## src/rtl/core/stu_pkg.sv

```systemverilog
package stu_pkg;

  localparam int unsigned VALUE_BITS_DEF  = 64;
  localparam int unsigned OFFSET_BITS_DEF = 16;
  localparam int unsigned RADIX_W         = 6;

  localparam logic [RADIX_W-1:0] RADIX_RESET = 6'd10;
  localparam logic [RADIX_W-1:0] RADIX_AUTO  = 6'd0;
  localparam logic [RADIX_W-1:0] BASE_DEC    = 6'd10;
  localparam logic [RADIX_W-1:0] BASE_OCT    = 6'd8;
  localparam logic [RADIX_W-1:0] BASE_HEX    = 6'd16;

  localparam logic [7:0] CHAR_NUL   = 8'h00;
  localparam logic [7:0] CHAR_TAB   = 8'h09;
  localparam logic [7:0] CHAR_CR    = 8'h0d;
  localparam logic [7:0] CHAR_SPACE = 8'h20;
  localparam logic [7:0] CHAR_PLUS  = 8'h2b;
  localparam logic [7:0] CHAR_MINUS = 8'h2d;
  localparam logic [7:0] CHAR_ZERO  = 8'h30;
  localparam logic [7:0] CHAR_NINE  = 8'h39;
  localparam logic [7:0] CHAR_UA    = 8'h41;
  localparam logic [7:0] CHAR_UX    = 8'h58;
  localparam logic [7:0] CHAR_UZ    = 8'h5a;
  localparam logic [7:0] CHAR_LA    = 8'h61;
  localparam logic [7:0] CHAR_LX    = 8'h78;
  localparam logic [7:0] CHAR_LZ    = 8'h7a;

  typedef enum logic [2:0] {
    PH_SPACE,
    PH_SIGNED,
    PH_ZERO_AUTO,
    PH_ZERO_HEX,
    PH_DIGITS,
    PH_STOPPED
  } stu_phase_e;

  // Per-string control state.
  typedef struct packed {
    stu_phase_e         phase;
    logic               neg;
    logic [RADIX_W-1:0] base;
  } stu_ctrl_t;

  typedef struct packed {
    logic               ok;
    logic [RADIX_W-1:0] val;
  } stu_digit_t;

  localparam stu_ctrl_t CTRL_RESET = '{phase: PH_SPACE, neg: 1'b0, base: '0};

  function automatic stu_digit_t digit_of(input logic [7:0] c);
    stu_digit_t d;
    d.ok  = 1'b0;
    d.val = '0;
    if (c >= CHAR_ZERO && c <= CHAR_NINE) begin
      d.ok  = 1'b1;
      d.val = RADIX_W'(c - CHAR_ZERO);
    end else if (c >= CHAR_LA && c <= CHAR_LZ) begin
      d.ok  = 1'b1;
      d.val = RADIX_W'(c - (CHAR_LA - 8'd10));
    end else if (c >= CHAR_UA && c <= CHAR_UZ) begin
      d.ok  = 1'b1;
      d.val = RADIX_W'(c - (CHAR_UA - 8'd10));
    end
    return d;
  endfunction

endpackage

```

## src/rtl/core/stu_step.sv

```systemverilog
// One character of parsing: phase walk plus accumulator multiply-add.
module stu_step import stu_pkg::*; #(
  parameter int unsigned VALUE_BITS  = VALUE_BITS_DEF,
  parameter int unsigned OFFSET_BITS = OFFSET_BITS_DEF
) (
  input  logic [7:0]             char_i,
  input  logic [RADIX_W-1:0]     radix_i,
  input  stu_ctrl_t              ctrl_i,
  input  logic [VALUE_BITS-1:0]  acc_i,
  input  logic [OFFSET_BITS-1:0] idx_i,
  input  logic [OFFSET_BITS-1:0] stop_i,
  output stu_ctrl_t              ctrl_o,
  output logic [VALUE_BITS-1:0]  acc_o,
  output logic [OFFSET_BITS-1:0] idx_o,
  output logic [OFFSET_BITS-1:0] stop_o,
  output logic [VALUE_BITS-1:0]  value_o,
  output logic [OFFSET_BITS-1:0] offset_o
);

  stu_digit_t            dig;
  logic                  is_ws, is_sign, is_zero, is_x;
  logic                  adv, take, halt, done;
  logic [VALUE_BITS-1:0] prod;

  assign dig     = digit_of(char_i);
  assign is_ws   = (char_i == CHAR_SPACE) || (char_i >= CHAR_TAB && char_i <= CHAR_CR);
  assign is_sign = (char_i == CHAR_PLUS) || (char_i == CHAR_MINUS);
  assign is_zero = (char_i == CHAR_ZERO);
  assign is_x    = (char_i == CHAR_LX) || (char_i == CHAR_UX);

  // Next state: a character may fall through several phases in one step.
  always_comb begin
    ctrl_o = ctrl_i;
    done   = 1'b0;
    adv    = 1'b0;
    take   = 1'b0;
    halt   = 1'b0;

    if (ctrl_o.phase == PH_SPACE) begin
      if (is_ws) begin
        adv  = 1'b1;
        done = 1'b1;
      end else begin
        ctrl_o.phase = PH_SIGNED;
        if (is_sign) begin
          ctrl_o.neg = (char_i == CHAR_MINUS);
          adv        = 1'b1;
          done       = 1'b1;
        end
      end
    end

    if (!done && ctrl_o.phase == PH_SIGNED) begin
      if (radix_i == RADIX_AUTO) begin
        if (is_zero) begin
          ctrl_o.phase = PH_ZERO_AUTO;
          adv          = 1'b1;
          done         = 1'b1;
        end else begin
          ctrl_o.base  = BASE_DEC;
          ctrl_o.phase = PH_DIGITS;
        end
      end else if (radix_i == BASE_HEX && is_zero) begin
        ctrl_o.base  = BASE_HEX;
        ctrl_o.phase = PH_ZERO_HEX;
        adv          = 1'b1;
        done         = 1'b1;
      end else begin
        ctrl_o.base  = radix_i;
        ctrl_o.phase = PH_DIGITS;
      end
    end

    if (!done && ctrl_o.phase == PH_ZERO_AUTO) begin
      ctrl_o.phase = PH_DIGITS;
      if (is_x) begin
        ctrl_o.base = BASE_HEX;
        adv         = 1'b1;
        done        = 1'b1;
      end else begin
        ctrl_o.base = BASE_OCT;
      end
    end

    if (!done && ctrl_o.phase == PH_ZERO_HEX) begin
      ctrl_o.phase = PH_DIGITS;
      if (is_x) begin
        adv  = 1'b1;
        done = 1'b1;
      end
    end

    if (!done && ctrl_o.phase == PH_DIGITS) begin
      if (dig.ok && dig.val < ctrl_o.base) begin
        take = 1'b1;
      end else begin
        halt         = 1'b1;
        ctrl_o.phase = PH_STOPPED;
      end
    end
  end

  assign prod = acc_i * VALUE_BITS'(ctrl_o.base);

  // Datapath: accumulator, consumed count, stop offset.
  always_comb begin
    acc_o  = take ? prod + VALUE_BITS'(dig.val) : acc_i;
    idx_o  = ((adv || take) && idx_i != '1) ? idx_i + 1'b1 : idx_i;
    stop_o = halt ? idx_i : stop_i;
  end

  // Result as seen when the terminator arrives.
  assign value_o  = ctrl_i.neg ? VALUE_BITS'(0) - acc_i : acc_i;
  assign offset_o = (ctrl_i.phase == PH_STOPPED) ? stop_i : idx_i;

endmodule

```

## src/rtl/core/string_to_unsigned_parser.sv

```systemverilog
// String to unsigned integer parser. Characters arrive one word per cycle on
// the input channel unless it stalls; a code of 0 ends the string and yields
// one result word (value, stop_offset), while other characters yield nothing.
// Leading whitespace and one sign are skipped, then digits below the base are
// accumulated modulo 2^VALUE_BITS; the first rejected character freezes the
// value and the offset. A radix of 0 picks hex ("0x"), octal (leading 0) or
// decimal; a radix of 16 also skips "0x". Throughput is one character per
// cycle unless a terminator waits, set by the accumulator loop (one multiply
// by the 6-bit base plus an add between the state registers and themselves).
// A terminator passes the input register, then the result register. Only a
// terminator waits for the result register; other characters keep flowing
// while a result is stalled. Write the radix register only while no string is in flight.
module string_to_unsigned_parser import stu_pkg::*; #(
  parameter int unsigned VALUE_BITS  = VALUE_BITS_DEF,
  parameter int unsigned OFFSET_BITS = OFFSET_BITS_DEF
) (
  input  logic                   clk_i,
  input  logic                   rst_ni,
  // radix register
  input  logic                   cfg_we_i,
  input  logic [RADIX_W-1:0]     cfg_wdata_i,
  // character input
  input  logic                   in_valid_i,
  output logic                   in_stall_o,
  input  logic [7:0]             character_i,
  // result output
  output logic                   out_valid_o,
  input  logic                   out_stall_i,
  output logic [VALUE_BITS-1:0]  value_o,
  output logic [OFFSET_BITS-1:0] stop_offset_o
);

  logic [RADIX_W-1:0]     radix_q;

  // input register
  logic                   in_vld_q;
  logic [7:0]             char_q;

  // per-string state
  stu_ctrl_t              ctrl_q, ctrl_d;
  logic [VALUE_BITS-1:0]  acc_q, acc_d;
  logic [OFFSET_BITS-1:0] idx_q, idx_d;
  logic [OFFSET_BITS-1:0] stop_q, stop_d;

  // result register
  logic                   out_vld_q;
  logic [VALUE_BITS-1:0]  value_q;
  logic [OFFSET_BITS-1:0] offset_q;

  logic [VALUE_BITS-1:0]  res_value;
  logic [OFFSET_BITS-1:0] res_offset;

  logic term, go, accept, out_free;

  stu_step #(
    .VALUE_BITS (VALUE_BITS),
    .OFFSET_BITS(OFFSET_BITS)
  ) u_step (
    .char_i  (char_q),
    .radix_i (radix_q),
    .ctrl_i  (ctrl_q),
    .acc_i   (acc_q),
    .idx_i   (idx_q),
    .stop_i  (stop_q),
    .ctrl_o  (ctrl_d),
    .acc_o   (acc_d),
    .idx_o   (idx_d),
    .stop_o  (stop_d),
    .value_o (res_value),
    .offset_o(res_offset)
  );

  // Result slot is free when empty or being drained this cycle.
  assign out_free = !out_vld_q || !out_stall_i;
  assign term     = (char_q == CHAR_NUL);
  // Held character moves on unless it is a terminator facing a full slot.
  assign go       = in_vld_q && (!term || out_free);
  assign in_stall_o = in_vld_q && !go;
  assign accept   = in_valid_i && !in_stall_o;

  always_ff @(posedge clk_i or negedge rst_ni) begin
    if (!rst_ni) begin
      radix_q <= RADIX_RESET;
    end else if (cfg_we_i) begin
      radix_q <= cfg_wdata_i;
    end
  end

  always_ff @(posedge clk_i or negedge rst_ni) begin
    if (!rst_ni) begin
      in_vld_q <= 1'b0;
    end else if (accept) begin
      in_vld_q <= 1'b1;
    end else if (go) begin
      in_vld_q <= 1'b0;
    end
  end

  always_ff @(posedge clk_i) begin
    if (accept) begin
      char_q <= character_i;
    end
  end

  // Terminator returns the string state to reset; the radix stays.
  always_ff @(posedge clk_i or negedge rst_ni) begin
    if (!rst_ni) begin
      ctrl_q <= CTRL_RESET;
      acc_q  <= '0;
      idx_q  <= '0;
      stop_q <= '0;
    end else if (go) begin
      if (term) begin
        ctrl_q <= CTRL_RESET;
        acc_q  <= '0;
        idx_q  <= '0;
        stop_q <= '0;
      end else begin
        ctrl_q <= ctrl_d;
        acc_q  <= acc_d;
        idx_q  <= idx_d;
        stop_q <= stop_d;
      end
    end
  end

  always_ff @(posedge clk_i or negedge rst_ni) begin
    if (!rst_ni) begin
      out_vld_q <= 1'b0;
    end else if (go && term) begin
      out_vld_q <= 1'b1;
    end else if (!out_stall_i) begin
      out_vld_q <= 1'b0;
    end
  end

  always_ff @(posedge clk_i) begin
    if (go && term) begin
      value_q  <= res_value;
      offset_q <= res_offset;
    end
  end

  assign out_valid_o   = out_vld_q;
  assign value_o       = value_q;
  assign stop_offset_o = offset_q;

endmodule

```

## config.mk

```make
export PLATFORM = sky130hd
export DESIGN_NAME = string_to_unsigned_parser
export DESIGN_NICKNAME = d
export VERILOG_FILES = /design/src/rtl/core/stu_pkg.sv /design/src/rtl/core/stu_step.sv /design/src/rtl/core/string_to_unsigned_parser.sv
export SDC_FILE = /design/constraint.sdc
export NUM_CORES = 1
export LEC_CHECK = 0
export BUFFER_PORTS_ARGS = -buffer_cell sky130_fd_sc_hd__buf_4
export CORE_ASPECT_RATIO = 1.2
export CORE_MARGIN = 5
export CORE_UTILIZATION = 58
export DETAILED_ROUTE_END_ITERATION = 8
export GPL_ROUTABILITY_DRIVEN = 0
export PLACE_DENSITY = 0.88
export SYNTH_ARGS = -nofsm -noshare
export SYNTH_HDL_FRONTEND = slang
export SYNTH_HIERARCHICAL = 1
export SYNTH_SLANG_ARGS = --single-unit
```

## constraint.sdc

```tcl
create_clock -name clk_i -period 10.22 [get_ports clk_i]
set_clock_uncertainty 0.15 [all_clocks]
set_input_delay 0.511 -clock clk_i [delete_from_list [all_inputs] [get_ports clk_i]]
set_output_delay 0.511 -clock clk_i [all_outputs]
set_load 0.005 [all_outputs]
```

Yosys cells after proc, flatten, opt, wreduce, memory -nomap -nowiden:

Cells that the tools add are included.

* register bits: 202
* word-level logic and storage cells: 134
* input port bits: 19
* output and inout bits: 82

* $mul: 1
* magnitude comparators: 9
* add/subtract/negate cells: 6
* multiplexer cells: 48
* eq/ne operators: 15
* reductions and logical operators: 43

Operators with widths (count)
* $mux W64: 3
* $mux W16: 5
* $add A64 B6 Y64: 1
* $mul A64 B6 Y64: 1
* $sub A1 B64 Y64 const A: 1
* $eq A8 B6 Y1 const B: 4
* $mux W6: 5
* $mux W3: 8
* $mux W7: 3
* $mux W1: 20
* $add A16 B1 Y16 const B: 1
* $eq A8 B7 Y1 const B: 2
* $ge A8 B7 Y1 const B: 2
* $le A8 B7 Y1 const B: 2
* $ne A16 B16 Y1 const B: 1
* $logic_and A1 B1 Y1: 15
* $reduce_bool A2 Y1: 6
* $sub A6 B6 Y6 const B: 2
* $mux W10: 1
* $logic_not A1 Y1: 9
* $ge A8 B4 Y1 const B: 1
* $ge A8 B6 Y1 const B: 1
* $le A8 B4 Y1 const B: 1
* $le A8 B6 Y1 const B: 1
* other kinds (16): 26

Logic depth before layout (Yosys ltp):

* word-level depth: 21
* depth in mapped cells: 29

Hierarchy:

Netlist, hierarchy kept.

Modules (own cells, without submodules)
* stu_step: instances 1, cells each 1918, area each 15612.5 um^2
* string_to_unsigned_parser: instances 1, cells each 351, area each 6741.5 um^2

Worst setup path after synthesis:

No wires, ideal clock.

* path type: register -> register
* start: register char_q[7]
* end: register offset_q[0] (netlist: stop_offset_o[0]), enable pin
* setup slack: -43 ps
* data required time: 9326 ps
* arrival time: 9369 ps
* clock period less this slack: 10263 ps
* buffers on the path: 1
* cell stages (with the launch flop): 4
* library setup time: 744 ps
* cells stage by stage: edfxtp_1 -> or4_1 -> buf_2 -> nor4b_1

* word-level cells in the longest chain between the ends: 5

Ends and longest elaborated chain
* from (decl): RTL line string_to_unsigned_parser.sv:37 `logic [7:0] char_q;`
* from (signal assigned): RTL line string_to_unsigned_parser.sv:101 `char_q <= character_i;`
* $logic_not A8 Y1 (*): RTL line string_to_unsigned_parser.sv:75 `assign term = (char_q == CHAR_NUL);`
* $logic_not A1 Y1: RTL line string_to_unsigned_parser.sv:77 `assign go = in_vld_q && (!term || out_free);`
* $logic_or A1 B1 Y1: RTL line string_to_unsigned_parser.sv:77
* $logic_and A1 B1 Y1: RTL line string_to_unsigned_parser.sv:77
* $logic_and A1 B1 Y1 (*): RTL line string_to_unsigned_parser.sv:138 `if (go && term) begin`
* to (signal assigned): RTL line string_to_unsigned_parser.sv:140 `offset_q <= res_offset;`
* to (decl): RTL line string_to_unsigned_parser.sv:48 `logic [OFFSET_BITS-1:0] offset_q;`

Every way passes the cells marked *; elsewhere a longest branch is shown, timed or not.
A chain may end at the register's enable or synchronous reset.

==> flow_summary_export.csv <==
group,metric,value,unit
logic_synthesis,synth_area,22400,um^2
outcome,status,"completed",
timing,slew_headroom,19.1,%
timing,rsz0062_at_grt,"no",
finish,diodes,0,
critical_path,cp-start-kind,"register",
logic_synthesis,ys_warn_count,6,
global_route,overflow,0,
cts,worst_skew_pair.late_latency,0.55,ns
global_route,grt_pass1_vias,18200,
timing,fin_crit,8.82,ns
power,pwr-share-clk,13.7,%
power,switching_share,48.7,%
finish,drive_above_1_share,9.88,%
global_route,grt_pass1_wl,92000,um
cts,numCtsBuffers,22,
logic_synthesis,ys_seq_area_share,24.6,%
power,internal-power,3020,uW
placed_design,io_buffers,100,
cts,clock_path_buffers,3,
timing,tns,0,ns
run,maxCapViolCount,0,
floorplanning,io_pins,101,
logic_synthesis,syn_avg_cell_area,9.85,um^2
detailed_routing,vias,17600,
logic_synthesis,synth-seq-cells,202,
logic_synthesis,yosys_most_used_dff,"dfrtp_1",
critical_path,crit_required,10.50,ns
critical_path,critPathArrivalTime,9.11,ns
floorplanning,dieArea,42600,um^2
cts,path_clk_slew,0.06,ns
placed_design,post-dp-hpwl,40800,um
critical_path,rrSetupSlack,1.40,ns
finish,fillers,2830,
finish,flow.area_growth_from_synthesis,7.34,%
timing,worst_slew_pin_slew,1.21,ns
timing,hold_viol_final,0,
global_route,grt_max_degree,125,
finish,fin_nets,2654,
cts,cts_tree,"yes",
timing,slew_violations,0,
logic_synthesis,synthArstFlopShare,56.4,%
power,p_seq_share,22.7,%
logic_synthesis,synth-edff-count,88,
power,power.density,246,nW/um^2
floorplanning,die_w,189,um
detailed_routing,drt.antenna.violating_nets,0,
global_route,grt_antenna_before_repair,0,
power,p_sw,2870,uW
detailed_routing,drt_pass1_iterations,8,
cts,root_buffer,"clkbuf_16",
cts,clock_sinks,202,
power,combPwrFrac,63.6,%
critical_path,critical_path.max_fanout,44,
detailed_routing,drc_errors,0,
timing,max_freq,113,MHz
timing,post-route-period-util,86.3,%
cts,h-tree-depth,1,
logic_synthesis,syn_nets,2672,
min_path,hp-class,"primary input to register",
logic_synthesis,syn_inst,2269,
global_route,grt_usage,26.0,%
logic_synthesis,synth_cell_types,86,
detailed_routing,routed_wl,56300,um
power,power,5890,uW
detailed_routing,wl_per_cell,20.5,um
critical_path,worstSetupPathType,"register to register",
floorplanning,start_util,58.9,%
detailed_routing,avgViaCountPerCell,6.39,
floorplanning,die_h,225,um
detailed_routing,detail_route.iter0.violations,1636,
critical_path,critPathCaptureType,"register",
floorplanning,coreArea,38000,um^2
power,total_leakage_power,0.0111,uW
timing,setup_viol,0,
power,peakVddDrop,0.126,mV
floorplanning,rows,78,
==> cell usage after synthesis (all sizes together), types with 4 or more instances <==
master  count  area (um^2)
a221oi      4         35.0
clkbuf    127          477
nor2b      13         81.3
or4        12         93.8
nand2     179          672
o31ai      30          239
nand3      22          110
a211oi      8         60.1
xnor2     107          937
nor2       70          265
mux2       41          465
o22ai       5         37.5
buf        39          231
and2      326         2040
a21o       28          210
xor2       30          263
a21oi      95          475
ha        144         1800
a22o      107          937
o41ai       9         78.8
fa        240         4800
nor4       13         81.3
nand4      19          119
o21a       11         82.6
and3       12         75.1
nand2b     20          140
o21ai     132          661
nor3       24          151
edfxtp     88         2640
or2         7         43.8
dfrtp     112         2800
a41oi       4         35.0
or3        14         92.6
inv        92          345
o21bai     19          143
a31oi       8         50.1
==> repair_timing <==
| item | CTS | global route |
|---|---|---|
| hold buffers | 9 | 0 |
| setup buffers | 0 | 0 |
| gates resized for setup | 0 | 0 |
| hold endpoints to repair | 44 | 0 |
==> cell families (layout without fill, tap and decap cells) <==
family	count (synthesis)	in the layout	synth area share [%]
fa+ha+maj	384	384	29.6
simple gates	745	745	18.3
flops	202	202	24.6
xor+xnor	139	139	5.57
mux	43	43	2.17
buf+inv	261	259	4.76
compound gates	495	495	15.0
==> sequential cells by signal, indices dropped and copies added, names as in the netlist <==
name / cells
acc_q: 64
value_o: 64
out_valid_o: 1
idx_q: 16
radix_q: 6
stop_offset_o: 16
ctrl_q: 10
stop_q: 16
in_vld_q: 1
char_q: 8
==> cells in the final DEF (no fill, tap or decap), types with 22 or more instances in the layout <==
cell type / count
xor2_1: 30
a21oi_1: 94
o21ai_0: 130
and2_1: 326
fa_1: 240
a22o_1: 107
o31ai_1: 29
clkbuf_16: 22
nand2_1: 179
a21o_1: 28
xnor2_1: 107
inv_1: 92
buf_4: 115
nor2_1: 68
ha_1: 144
edfxtp_1: 88
mux2_2: 39
nand3_1: 22
dfrtp_1: 111
==> final cells by class <==
| type | count | area, um^2 | share of cell area (%) |
|---|---|---|---|
| multi-input cells | 1806 | 15900 | 66.1 |
| flip-flops and latches | 202 | 5500 | 22.9 |
| repair buffers | 124 | 953 | 3.97 |
| well taps | 480 | 601 | 2.50 |
| clock buffers | 27 | 599 | 2.50 |
| inverters | 95 | 357 | 1.49 |
| clock inverters | 13 | 125 | 0.521 |
==> critical path: stages (launching register included) <==
cell and delay [ns]:
edfxtp_1 0.47, inv_1 0.16, ha_1 0.21, or3b_1 0.38, or4_1 0.66, nand2b_1 0.24, nand3_1 0.12, a32o_2 0.77
inv_1 0.20, nor2_1 0.21, fa_1 0.44, ha_1 0.31, ha_1 0.28, inv_1 0.06, fa_1 0.54, inv_1 0.04
ha_1 0.35, o21ai_0 0.28, o21ai_0 0.16, a221oi_1 0.61, o221ai_1 0.36, a2bb2oi_1 0.46, o41a_1 0.28, a31oi_1 0.11
or2_1 0.30, mux2_2 0.25, o22ai_1 0.06, a22o_1 0.24
==> stage by stage <==
step	hold slack (ns)	instance area [um^2]	instances	setup slack (ns)	utilization, %
floorplan	0.0654	22400	2269	2.83	-
global placement	0.336	23200	2698	1.82	61.1
detailed placement	0.343	23200	2698	1.61	61.1
CTS	0.000987	24000	2747	1.55	63.2
global route	0.0146	24000	2747	0.974	63.2
finish	0.0186	24000	2747	1.40	63.2
==> metal layers <==
layer  track usage [%]  wire length, um
met4              10.2             2360
met5                 0                0
met2              45.6            28000
met3              4.15             4060
met1              32.5            21800
==> power by group through the flow <==
stage | Combinational, uW | Sequential [uW] | Clock (uW)
6_report | 3750 | 1340 | 807
5_1_grt | 4160 | 1370 | 858
4_1_cts | 3700 | 1330 | 823
3_5_place_dp | 3650 | 1340 | 0
3_3_place_gp | 3490 | 1330 | 0
2_1_floorplan | 3010 | 1100 | 0
==> final timing paths <==
check	cells after the start	end	startpoint
setup / recovery	27	acc_q[60]	char_q[1]
setup reg to reg	27	acc_q[60]	char_q[1]
max in group asynchronous	3	ctrl_q[6]	rst_ni
min in group asynchronous	2	acc_q[15]	rst_ni
hold reg to reg	1	ctrl_q[1]	ctrl_q[1]
hold / removal	2	in_vld_q	in_valid_i
Note: power is estimated with default switching activity, not from simulation.
